File: src/fireq_pkg.sv
// Shared constants, types and sequencer states for the FIR equalizer with volume.
// Used by fireq_mac, fir_equalizer_with_volume_top and tb; depends on nothing else.
package fireq_pkg;

  // Filter length and derived index widths.
  localparam int TAPS  = 64;
  localparam int TAP_W = $clog2(TAPS);
  localparam int CNT_W = $clog2(TAPS + 1);

  // Field widths.
  localparam int SAMPLE_W = 16;
  localparam int COEF_W   = 16;
  localparam int INDEX_W  = 6;
  localparam int GAIN_W   = 16;
  localparam int ACC_W    = 32;

  // Shared multiplier operands are one bit wider so the unsigned gain fits.
  localparam int OP_W   = 17;
  localparam int PROD_W = 2 * OP_W;

  // Shift applied after the gain multiply (Q8.8 gain).
  localparam int GAIN_FRAC = 8;
  localparam int SCALED_W  = PROD_W - GAIN_FRAC;

  localparam logic [GAIN_W-1:0] GAIN_RESET = 16'd256;

  // Word kinds carried on tuser.
  localparam logic ACT_FILTER = 1'b0;
  localparam logic ACT_LOAD   = 1'b1;

  typedef enum logic [2:0] {
    ST_IDLE,
    ST_MAC,
    ST_DRAIN,
    ST_MULG,
    ST_SAT
  } state_t;

  // Controls from the sequencer to the arithmetic unit.
  typedef struct packed {
    logic acc_clear;
    logic acc_add;
    logic sel_gain;
  } dp_ctrl_t;

endpackage

File: src/fireq_mac.sv
// Shared multiply-accumulate unit: one registered multiplier used for every tap
// and then for the volume gain, the 32-bit accumulator and the output clamp.
// Depends on fireq_pkg.
module fireq_mac
  import fireq_pkg::*;
(
  input  logic                       clk,
  input  dp_ctrl_t                   ctrl,
  input  logic signed [SAMPLE_W-1:0] dl_op,
  input  logic signed [COEF_W-1:0]   cf_op,
  input  logic        [GAIN_W-1:0]   gain,
  output logic signed [SAMPLE_W-1:0] result
);

  logic signed [OP_W-1:0]     op_a;
  logic signed [OP_W-1:0]     op_b;
  logic signed [PROD_W-1:0]   prod_q;
  logic        [ACC_W-1:0]    acc;
  logic signed [SCALED_W-1:0] scaled;

  // Operand select: tap pair, or the accumulator's upper half times the gain.
  always_comb begin
    if (ctrl.sel_gain) begin
      op_a = {acc[ACC_W-1], acc[ACC_W-1:ACC_W-SAMPLE_W]};
      op_b = {1'b0, gain};
    end else begin
      op_a = {dl_op[SAMPLE_W-1], dl_op};
      op_b = {cf_op[COEF_W-1], cf_op};
    end
  end

  // The one multiplier, registered.
  always_ff @(posedge clk) begin
    prod_q <= op_a * op_b;
  end

  // Wrapping accumulator over the tap products.
  always_ff @(posedge clk) begin
    if (ctrl.acc_clear) begin
      acc <= '0;
    end else if (ctrl.acc_add) begin
      acc <= acc + prod_q[ACC_W-1:0];
    end
  end

  // Floor shift of the gain product, then clamp to the 16-bit range.
  assign scaled = prod_q[PROD_W-1:GAIN_FRAC];

  always_comb begin
    if (scaled > SCALED_W'(32767)) begin
      result = 16'sh7FFF;
    end else if (scaled < -SCALED_W'(32768)) begin
      result = 16'sh8000;
    end else begin
      result = scaled[SAMPLE_W-1:0];
    end
  end

endmodule

File: src/fir_equalizer_with_volume_top.sv
// Top level of the FIR equalizer with volume: stream ports, sequencer, delay
// line and coefficient memories. Depends on fireq_pkg and fireq_mac.
//
//   channel   dir  handshake          payload
//   s_*       in   s_tvalid/s_tready  tdata: sample, tap_index, coefficient; tuser: kind
//   m_*       out  m_tvalid/m_tready  tdata: filtered
//   cfg_*     in   cfg_wr_en          cfg_wr_data: volume gain (Q8.8)
//
// A filter word runs from acceptance through one memory read and one multiply per
// tap, a drain of the read and multiply pipeline, one gain multiply and one clamp
// step before the next word can be accepted. A load word is taken in the idle state,
// which the sequencer does not leave for it.
// Reset clears the delay line and coefficients through per-entry valid bits and
// sets the gain to unity. A result still waiting on m_tready holds the clamp
// step, and no new word is taken until the output register is free.
module fir_equalizer_with_volume_top
  import fireq_pkg::*;
(
  input  logic              clk,
  input  logic              rst,
  input  logic              s_tvalid,
  output logic              s_tready,
  input  logic [39:0]       s_tdata,     // sample[15:0], tap_index[21:16], coefficient[37:22]
  input  logic              s_tuser,     // kind: 0 filter a sample, 1 load a coefficient
  output logic              m_tvalid,
  input  logic              m_tready,
  output logic [15:0]       m_tdata,     // filtered[15:0]
  input  logic              cfg_wr_en,
  input  logic [GAIN_W-1:0] cfg_wr_data
);

  state_t                     state;
  state_t                     state_next;
  logic [CNT_W-1:0]           cnt;
  logic [TAP_W-1:0]           rptr;
  logic [TAP_W-1:0]           wptr;
  logic signed [SAMPLE_W-1:0] smp_q;
  logic [GAIN_W-1:0]          gain;

  logic signed [SAMPLE_W-1:0] delay_mem [TAPS];
  logic signed [COEF_W-1:0]   coef_mem  [TAPS];
  logic [TAPS-1:0]            dl_valid;
  logic [TAPS-1:0]            cf_valid;
  logic signed [SAMPLE_W-1:0] dl_rd;
  logic signed [COEF_W-1:0]   cf_rd;
  logic                       dl_ok;
  logic                       cf_ok;
  logic signed [SAMPLE_W-1:0] dl_op;
  logic signed [COEF_W-1:0]   cf_op;
  logic                       v1;
  logic                       v2;

  logic                       accept;
  logic                       is_load;
  logic                       load_we;
  logic [TAP_W-1:0]           load_idx;
  logic [TAP_W-1:0]           cidx;
  logic                       issue;
  logic                       out_free;
  logic                       commit;
  dp_ctrl_t                   ctrl;
  logic signed [SAMPLE_W-1:0] result;

  logic signed [SAMPLE_W-1:0] in_sample;
  logic [INDEX_W-1:0]         in_index;
  logic signed [COEF_W-1:0]   in_coef;

  // Unpack the input word.
  assign in_sample = s_tdata[15:0];
  assign in_index  = s_tdata[21:16];
  assign in_coef   = s_tdata[37:22];

  assign s_tready = (state == ST_IDLE);
  assign accept   = s_tvalid && s_tready;
  assign is_load  = (s_tuser == ACT_LOAD);
  assign load_idx = TAP_W'(in_index);
  assign load_we  = accept && is_load && (int'(in_index) < TAPS);
  assign cidx     = cnt[TAP_W-1:0];
  assign out_free = !m_tvalid || m_tready;

  // Sequencer state register.
  always_ff @(posedge clk) begin
    if (rst) begin
      state <= ST_IDLE;
    end else begin
      state <= state_next;
    end
  end

  // Next state.
  always_comb begin
    state_next = state;
    case (state)
      ST_IDLE: begin
        if (accept && !is_load) state_next = ST_MAC;
      end
      ST_MAC: begin
        if (cnt == CNT_W'(TAPS - 1)) state_next = ST_DRAIN;
      end
      ST_DRAIN: begin
        if (!v1 && !v2) state_next = ST_MULG;
      end
      ST_MULG: begin
        state_next = ST_SAT;
      end
      ST_SAT: begin
        if (out_free) state_next = ST_IDLE;
      end
      default: begin
        state_next = ST_IDLE;
      end
    endcase
  end

  // Sequencer outputs. The gain operands stay selected through the clamp step
  // so the gain product holds while the result waits for the output register.
  always_comb begin
    issue         = 1'b0;
    commit        = 1'b0;
    ctrl.acc_clear = accept && !is_load;
    ctrl.acc_add   = v2;
    ctrl.sel_gain  = 1'b0;
    case (state)
      ST_MAC:  issue         = 1'b1;
      ST_MULG: ctrl.sel_gain = 1'b1;
      ST_SAT: begin
        ctrl.sel_gain = 1'b1;
        commit        = out_free;
      end
      default: begin
      end
    endcase
  end

  // Tap counter, read pointer and read pipeline flags.
  always_ff @(posedge clk) begin
    if (rst) begin
      cnt  <= '0;
      rptr <= '0;
      wptr <= '0;
      v1   <= 1'b0;
      v2   <= 1'b0;
    end else begin
      v1 <= issue;
      v2 <= v1;
      if (accept) begin
        cnt  <= '0;
        rptr <= wptr;
      end else if (issue) begin
        cnt  <= cnt + CNT_W'(1);
        rptr <= (rptr == TAP_W'(TAPS - 1)) ? '0 : rptr + TAP_W'(1);
      end
      if (commit) begin
        wptr <= (wptr == TAP_W'(TAPS - 1)) ? '0 : wptr + TAP_W'(1);
      end
    end
  end

  // Current sample waits here until its taps are summed.
  always_ff @(posedge clk) begin
    if (accept && !is_load) smp_q <= in_sample;
  end

  // Volume register.
  always_ff @(posedge clk) begin
    if (rst) begin
      gain <= GAIN_RESET;
    end else if (cfg_wr_en) begin
      gain <= cfg_wr_data;
    end
  end

  // Delay line: circular buffer, wptr marks the oldest entry.
  always_ff @(posedge clk) begin
    if (commit) delay_mem[wptr] <= smp_q;
    if (issue)  dl_rd <= delay_mem[rptr];
  end

  // Coefficient memory.
  always_ff @(posedge clk) begin
    if (load_we) coef_mem[load_idx] <= in_coef;
    if (issue)   cf_rd <= coef_mem[cidx];
  end

  // Entry valid bits stand in for the reset clearing of both stores.
  always_ff @(posedge clk) begin
    if (rst) begin
      dl_valid <= '0;
      cf_valid <= '0;
      dl_ok    <= 1'b0;
      cf_ok    <= 1'b0;
    end else begin
      if (commit)  dl_valid[wptr]     <= 1'b1;
      if (load_we) cf_valid[load_idx] <= 1'b1;
      if (issue) begin
        dl_ok <= dl_valid[rptr];
        cf_ok <= cf_valid[cidx];
      end
    end
  end

  assign dl_op = dl_ok ? dl_rd : '0;
  assign cf_op = cf_ok ? cf_rd : '0;

  fireq_mac u_mac (
    .clk    (clk),
    .ctrl   (ctrl),
    .dl_op  (dl_op),
    .cf_op  (cf_op),
    .gain   (gain),
    .result (result)
  );

  // Output register.
  always_ff @(posedge clk) begin
    if (rst) begin
      m_tvalid <= 1'b0;
    end else if (commit) begin
      m_tvalid <= 1'b1;
    end else if (m_tready) begin
      m_tvalid <= 1'b0;
    end
  end

  always_ff @(posedge clk) begin
    if (commit) m_tdata <= result;
  end

`ifndef NO_ASSERTIONS
  // A product reaches the accumulator only in the cycle after its read came back.
  a_pipe_order: assert property (@(posedge clk) disable iff (rst)
    v2 |-> $past(v1))
    else $error("tap product without a preceding read");

  // The gain multiply must not overlap tap products still in flight.
  a_gain_clean: assert property (@(posedge clk) disable iff (rst)
    (state == ST_MULG) |-> (!v1 && !v2))
    else $error("gain multiply started before the taps drained");

  // A new result appears only from the clamp step.
  a_out_source: assert property (@(posedge clk) disable iff (rst)
    $rose(m_tvalid) |-> ($past(state) == ST_SAT))
    else $error("result shown outside the clamp step");

  // Every filter word reads exactly TAPS entries.
  a_tap_count: assert property (@(posedge clk) disable iff (rst)
    (state == ST_DRAIN) && ($past(state) == ST_MAC) |-> (cnt == CNT_W'(TAPS)))
    else $error("wrong number of taps read");
`endif

endmodule

File: config.mk
export PLATFORM = sky130hd
export DESIGN_NAME = fir_equalizer_with_volume_top
export DESIGN_NICKNAME = d
export VERILOG_FILES = /design/src/fireq_pkg.sv /design/src/fireq_mac.sv /design/src/fir_equalizer_with_volume_top.sv
export SDC_FILE = /design/constraint.sdc
export NUM_CORES = 2
export LEC_CHECK = 0
export ABC_AREA = 1
export BUFFER_PORTS_ARGS = -buffer_cell sky130_fd_sc_hd__buf_2
export CORE_ASPECT_RATIO = 2
export CORE_MARGIN = 2
export CORE_UTILIZATION = 30
export DETAILED_ROUTE_END_ITERATION = 16
export PLACE_DENSITY_LB_ADDON = 0.05
export SETUP_SLACK_MARGIN = 0.05
export SLEW_MARGIN = 10
export SYNTH_ARGS = -nofsm -noshare
export SYNTH_HDL_FRONTEND = slang
export SYNTH_HIERARCHICAL = 1
export SYNTH_SLANG_ARGS = --single-unit
File: constraint.sdc
create_clock -name clk -period 9.77 [get_ports clk]
set_input_delay 0.977 -clock clk [delete_from_list [all_inputs] [get_ports clk]]
set_output_delay 0.977 -clock clk [all_outputs]
set_load 0.005 [all_outputs]
## Yosys cells after proc, flatten, opt, wreduce, memory -nomap -nowiden

Memories as Yosys holds them, arrays and structs flattened. A register that Yosys moved wholly into a read port is not among the register bits.
Cells that the tools add are included.

| storage, ports and cells | value |
|---|---|
| register bits | 269 |
| bits in writable memories | 2048 |
| input port bits | 62 |
| output and inout port bits | 18 |
| logic and storage cells | 92 |
| memories kept | 2 |

Memories:

| name | depth | bits a word | read ports | clocked after Yosys merged registers in | wr ports | RTL line | source |
|---|---|---|---|---|---|---|---|
| coef_mem | 64 | 16 | 1 | 1 | 1 | fir_equalizer_with_volume_top.sv:41 | `logic signed [COEF_W-1:0] coef_mem [TAPS];` |
| delay_mem | 64 | 16 | 1 | 1 | 1 | fir_equalizer_with_volume_top.sv:40 | `logic signed [SAMPLE_W-1:0] delay_mem [TAPS];` |

| operators by class | value |
|---|---|
| add/subtract/negate cells | 4 |
| multipliers | 1 |
| order comparisons | 8 |
| eq/ne operators | 11 |
| multiplexer cells | 31 |
| bitwise gates (word level) | 2 |
| reduce and logical (&&, ||, !) cells | 17 |

Operators with widths:

| cell | number |
|---|---|
| $or 64x64->64 | 2 |
| $mux 16 | 3 |
| $mul 17x17->34 | 1 |
| $mux 17 | 2 |
| $add 32x32->32 | 1 |
| $lt 6x7->1 const B | 4 |
| $gt 26x16->1 const B | 1 |
| $lt 26x16->1 const B | 1 |
| $mux 6 | 4 |
| $pmux 3 s5 | 1 |
| $mux 1 | 13 |
| $add 6x1->6 const B | 2 |
| $bmux 1 s6 | 2 |
| $demux 1 s6 | 2 |
| $eq 6x6->1 const B | 2 |
| $ge 6x1->1 const B | 2 |
| $mux 3 | 4 |
| $add 7x1->7 const B | 1 |
| $eq 7x6->1 const B | 1 |
| $eq 3x2->1 const B | 2 |
| $logic_and 1x1->1 | 6 |
| $ne 2x2->1 const B | 3 |
| $logic_not 1->1 | 4 |
| $reduce_and 4->1 | 1 |
| 7 further kinds | 9 |

## Depth between registers and ports, before layout

| logic depth | value |
|---|---|
| depth in word-level cells | 5 |
| depth in mapped cells | 33 |
| gate-level depth less buffers | 31 |

## Hierarchy

The synthesis kept the hierarchy.

Modules (own cells, without submodules):

| module | instances | cells each | area an instance (µm²) | sequential area each (µm²) |
|---|---|---|---|---|
| fir_equalizer_with_volume_top | 1 | 7552 | 90570.6 | 66844.1 |
| fireq_mac | 1 | 1961 | 15120.8 | 1321.3 |

## Worst setup path before layout

OpenSTA, ideal clock, no wires.

| path | value |
|---|---|
| kind | register to register |
| start | reg state[0] |
| end | reg u_mac.prod_q[25] |
| setup time | 0.072 ns |
| arrival | 6.025 ns |
| required time | 9.698 ns |
| setup slack | 3.673 ns |
| stages on the path, launching flop included | 27 |
| path buffers | 1 |
| clock period less this slack | 6.097 ns |
| path through | dfxtp_1 -> nor3_2 -> inv_1 -> nand2_1 -> inv_2 -> clkbuf_1 -> or2_1 -> o21ai_2 -> nor2_1 -> fa_1 -> inv_1 -> fa_1 -> inv_1 -> fa_1 -> fa_1 -> fa_1 -> inv_1 -> fa_1 -> inv_1 -> ha_1 -> nand2_1 -> nor2_1 -> inv_1 -> nor2_4 -> nand3_1 -> o211ai_1 -> xor2_1 |

RTL lines:

| item | RTL line | source |
|---|---|---|
| from (decl) | fir_equalizer_with_volume_top.sv:32 | `state_t state;` |
| from (signal assigned) | fir_equalizer_with_volume_top.sv:86 | `state <= state_next;` |
| to (signal assigned) | fireq_mac.sv:34 | `prod_q <= op_a * op_b;` |
| to (decl) | fireq_mac.sv:17 | `logic signed [PROD_W-1:0] prod_q;` |

==> qor.yml <==
place:
  place_ws_ns: 1.72
  place_congestion: 0.857
  placed_area_mm2: 0.112
  place_hpwl_um: 255000
  portBuffers: 77
worst_setup_path:
  r2r_cells: 27
  cp_slowest_cell: "fa_1"
  slowest_delay_ns: 0.65
  regToRegStartpoint: "state[2]"
  worstReg2RegEnd: "u_mac/prod_q[33]"
  ff2ff_setup_slack_ns: 1.74
  crit_required_ns: 10.59
  cp-start-kind: "flop"
  critPathArrivalTime_ns: 8.85
  critical_path.endpoint: "u_mac/prod_q[33]"
  critPathKind: "flop to flop"
  critPathCaptureType: "flop"
  path_max_fanout: 30
  crit_path_start: "state[2]"
timing:
  period_share_pct: 82.2
  maxSlewHeadroom_pct: 7.65
  hold_violations: 0
  fin_tns_setup_ns: 0
  hold-worst-slack_ns: 0.216
  drv_slew: 0
  final-setup-viol-count: 0
  fmax_mhz: 125
  grt_setup_unrepaired: "no"
  worst_pin_slew_ns: 1.38
  fin_ws_ns: 1.74
  post-route-min-period_ns: 8.03
  fin_skew_ns: 0.119
cts:
  cts.repair.resized: 0
  clockRootBuffer: "clkbuf_16"
  cts_tree: "yes"
  clockBufferDepth: 4
  cts.sinks: 2349
  htreeDepth: 4
  cts_hold_buf: 0
  insertion_delay_ns: 0.97
  cts_inserted_buffers: 230
  clk_pin_slew_ns: 0.07
  cts_setup_buffers: 0
synth:
  synth_commonest_cells: "edfxtp_1, nor2_1, nand2_1"
  syn_nets: 9981
  synth_largest_area_cell: "edfxtp_1"
  ys.warnings.count: 6
  synth.avg_cell_area_um2: 11.1
  synth.area.top_cells: "edfxtp_1, nor2_1, fa_1"
  synth_top_area_share_pct: 60.0
  synth_flop_cell: "edfxtp_1"
  synth.most_common_cell: "edfxtp_1"
  synth_area_mm2: 0.106
  async_reset_ff_share_pct: 0
  synth_seq_cells: 2349
  synth-edff-count: 2112
  ys_seq_area_share_pct: 64.5
  syn_inst: 9513
  yosysUniqueCellTypes: 53
final_layout:
  syn_to_final_growth_pct: 12.8
  fin_area_mm2: 0.119
  drive_gt1_share_pct: 8.83
  nets: 10000
  n_fill_cell: 35000
job:
  maxCapViolCount: 0
detailed_routing:
  met1Wirelength_um: 133000
  vias: 70700
  drtIter0Drc: 4742
  wl_met2_um: 219000
  routed.top_layer: "met5"
  dr_wl_met3_um: 11500
  drt_wl_total_um: 390000
  ant_nets: 0
  drt_pass1_iterations: 9
  drc: 0
  viasPerCell: 4.91
  routedWlPerCell_um: 27.1
floorplanning:
  die_w_um: 424
  die_area_mm2: 0.357
  start_util_pct: 30.1
  rows: 308
  fp.dieH_um: 843
  coreArea_mm2: 0.351
  ioPinCount: 80
global_route:
  antenna_found_initial: 18
  grt_max_degree: 175
  grt_pass1_wl_um: 549000
  grt_remaining_overflow: 0
  grt_usage_pct: 21.5
  grt_pass1_vias: 72500
status:
  status: "completed"
min_path:
  hold_path.class: "input port to flop"
pwr:
  powerDensity_mw_per_mm2: 206
  p_leak_uw: 0.0430
  irDropWorstVdd_mv: 0.150
  finalPower_uw: 24600
[power breakdown]
part           internal [µW]  switching [µW]
combinational           1070            3160
sequential             11200             178
clock                   4970            4030
total                  17200            7360
[area by class of cell]
cell class	instances	area [µm²]	area share (%)
timing repair buffer	323	2330	1.95
inverter	623	2380	2.00
clock buffer	303	6310	5.30
sequential	2349	68200	57.2
multi-input combinational	6015	33100	27.8
antenna	20	50.0	0.0420
clock inverter	114	1020	0.857
tap	4650	5820	4.88
[per-layer routing]
| layer | GRT usage [%] | vias up |
|---|---|---|
| li1 | - | 32800 |
| met1 | 21.7 | 35700 |
| met2 | 42.4 | 1569 |
| met3 | 1.79 | 601 |
| met4 | 12.8 | 4 |
| met5 | 0 | - |
[worst max-delay path: cells and delay by family (launching register included)]
family | cells | cell delay (ns)
buffers and inverters | 7 | 1.15
AO/OA/AOI/OAI | 2 | 0.85
AND/OR/NAND/NOR | 11 | 1.88
adder cells (fa/ha/maj) | 7 | 3.61
flip-flops | 1 | 0.35
[registers in the layout, summed over array words and instances, names as in the netlist]
name          count
wptr              6
dl_ok             1
u_mac/prod_q     34
cnt               7
m_tvalid          1
dl_rd            16
cf_valid         64
state             3
v1                1
dl_valid         64
u_mac/acc        32
m_tdata          16
rptr              6
v2                1
smp_q            16
cf_rd            16
coef_mem       1024
cf_ok             1
gain             16
delay_mem      1024
[cell usage in the layout (no fill, tap or decap), types with 22 or more instances in the layout]
cell       count
edfxtp_1    2112
nor2_1      1669
nand2_1     1496
o21ai_0      860
nand3_1      635
inv_1        592
fa_1         287
buf_4        246
clkbuf_16    233
dfxtp_1      230
o211ai_1     225
a21oi_1      201
ha_1         119
o22ai_1      115
nor2_2        89
buf_2         70
clkbuf_1      48
o31ai_1       40
clkinv_2      40
clkinv_1      40
xor2_1        37
o221ai_1      35
nor3_1        29
clkbuf_8      22
[logic make-up (layout without fill, tap and decap cells)]
family	after synthesis	after routing	share of synthesized area [%]
simple gates	4000	4000	15.3
flops	2349	2349	64.5
compound gates	1551	1551	8.43
buf+inv	1149	1363	4.45
fa+ha+maj	406	406	6.84
xor+xnor	52	52	0.431
mux	6	6	0.0568
other cells	0	20	0
[worst min path at each step]
| stage | start | end | slack, ns | cells after the start |
|---|---|---|---|---|
| 6_report | s_tdata[14] | smp_q[14] | 0.22 | 1 |
| 5_1_grt | s_tdata[2] | smp_q[2] | 0.17 | 1 |
| 4_1_cts | s_tdata[14] | smp_q[14] | 0.13 | 1 |
| 3_5_place_dp | cf_valid[62] | cf_valid[62] | 0.45 | 2 |
| 3_3_place_gp | cf_valid[17] | cf_valid[17] | 0.44 | 2 |
| 2_1_floorplan | v1 | v2 | 0.40 | 2 |
[through the flow]
stage | cells | utilization (%)
6_report | 14400 | 34.0
5_1_grt | 14400 | 33.9
3_5_place_dp | 14000 | 31.8
3_3_place_gp | 14000 | 31.8
2_1_floorplan | 9513 | -
4_1_cts | 14400 | 33.9
Note: power is estimated with default switching activity, not from simulation.
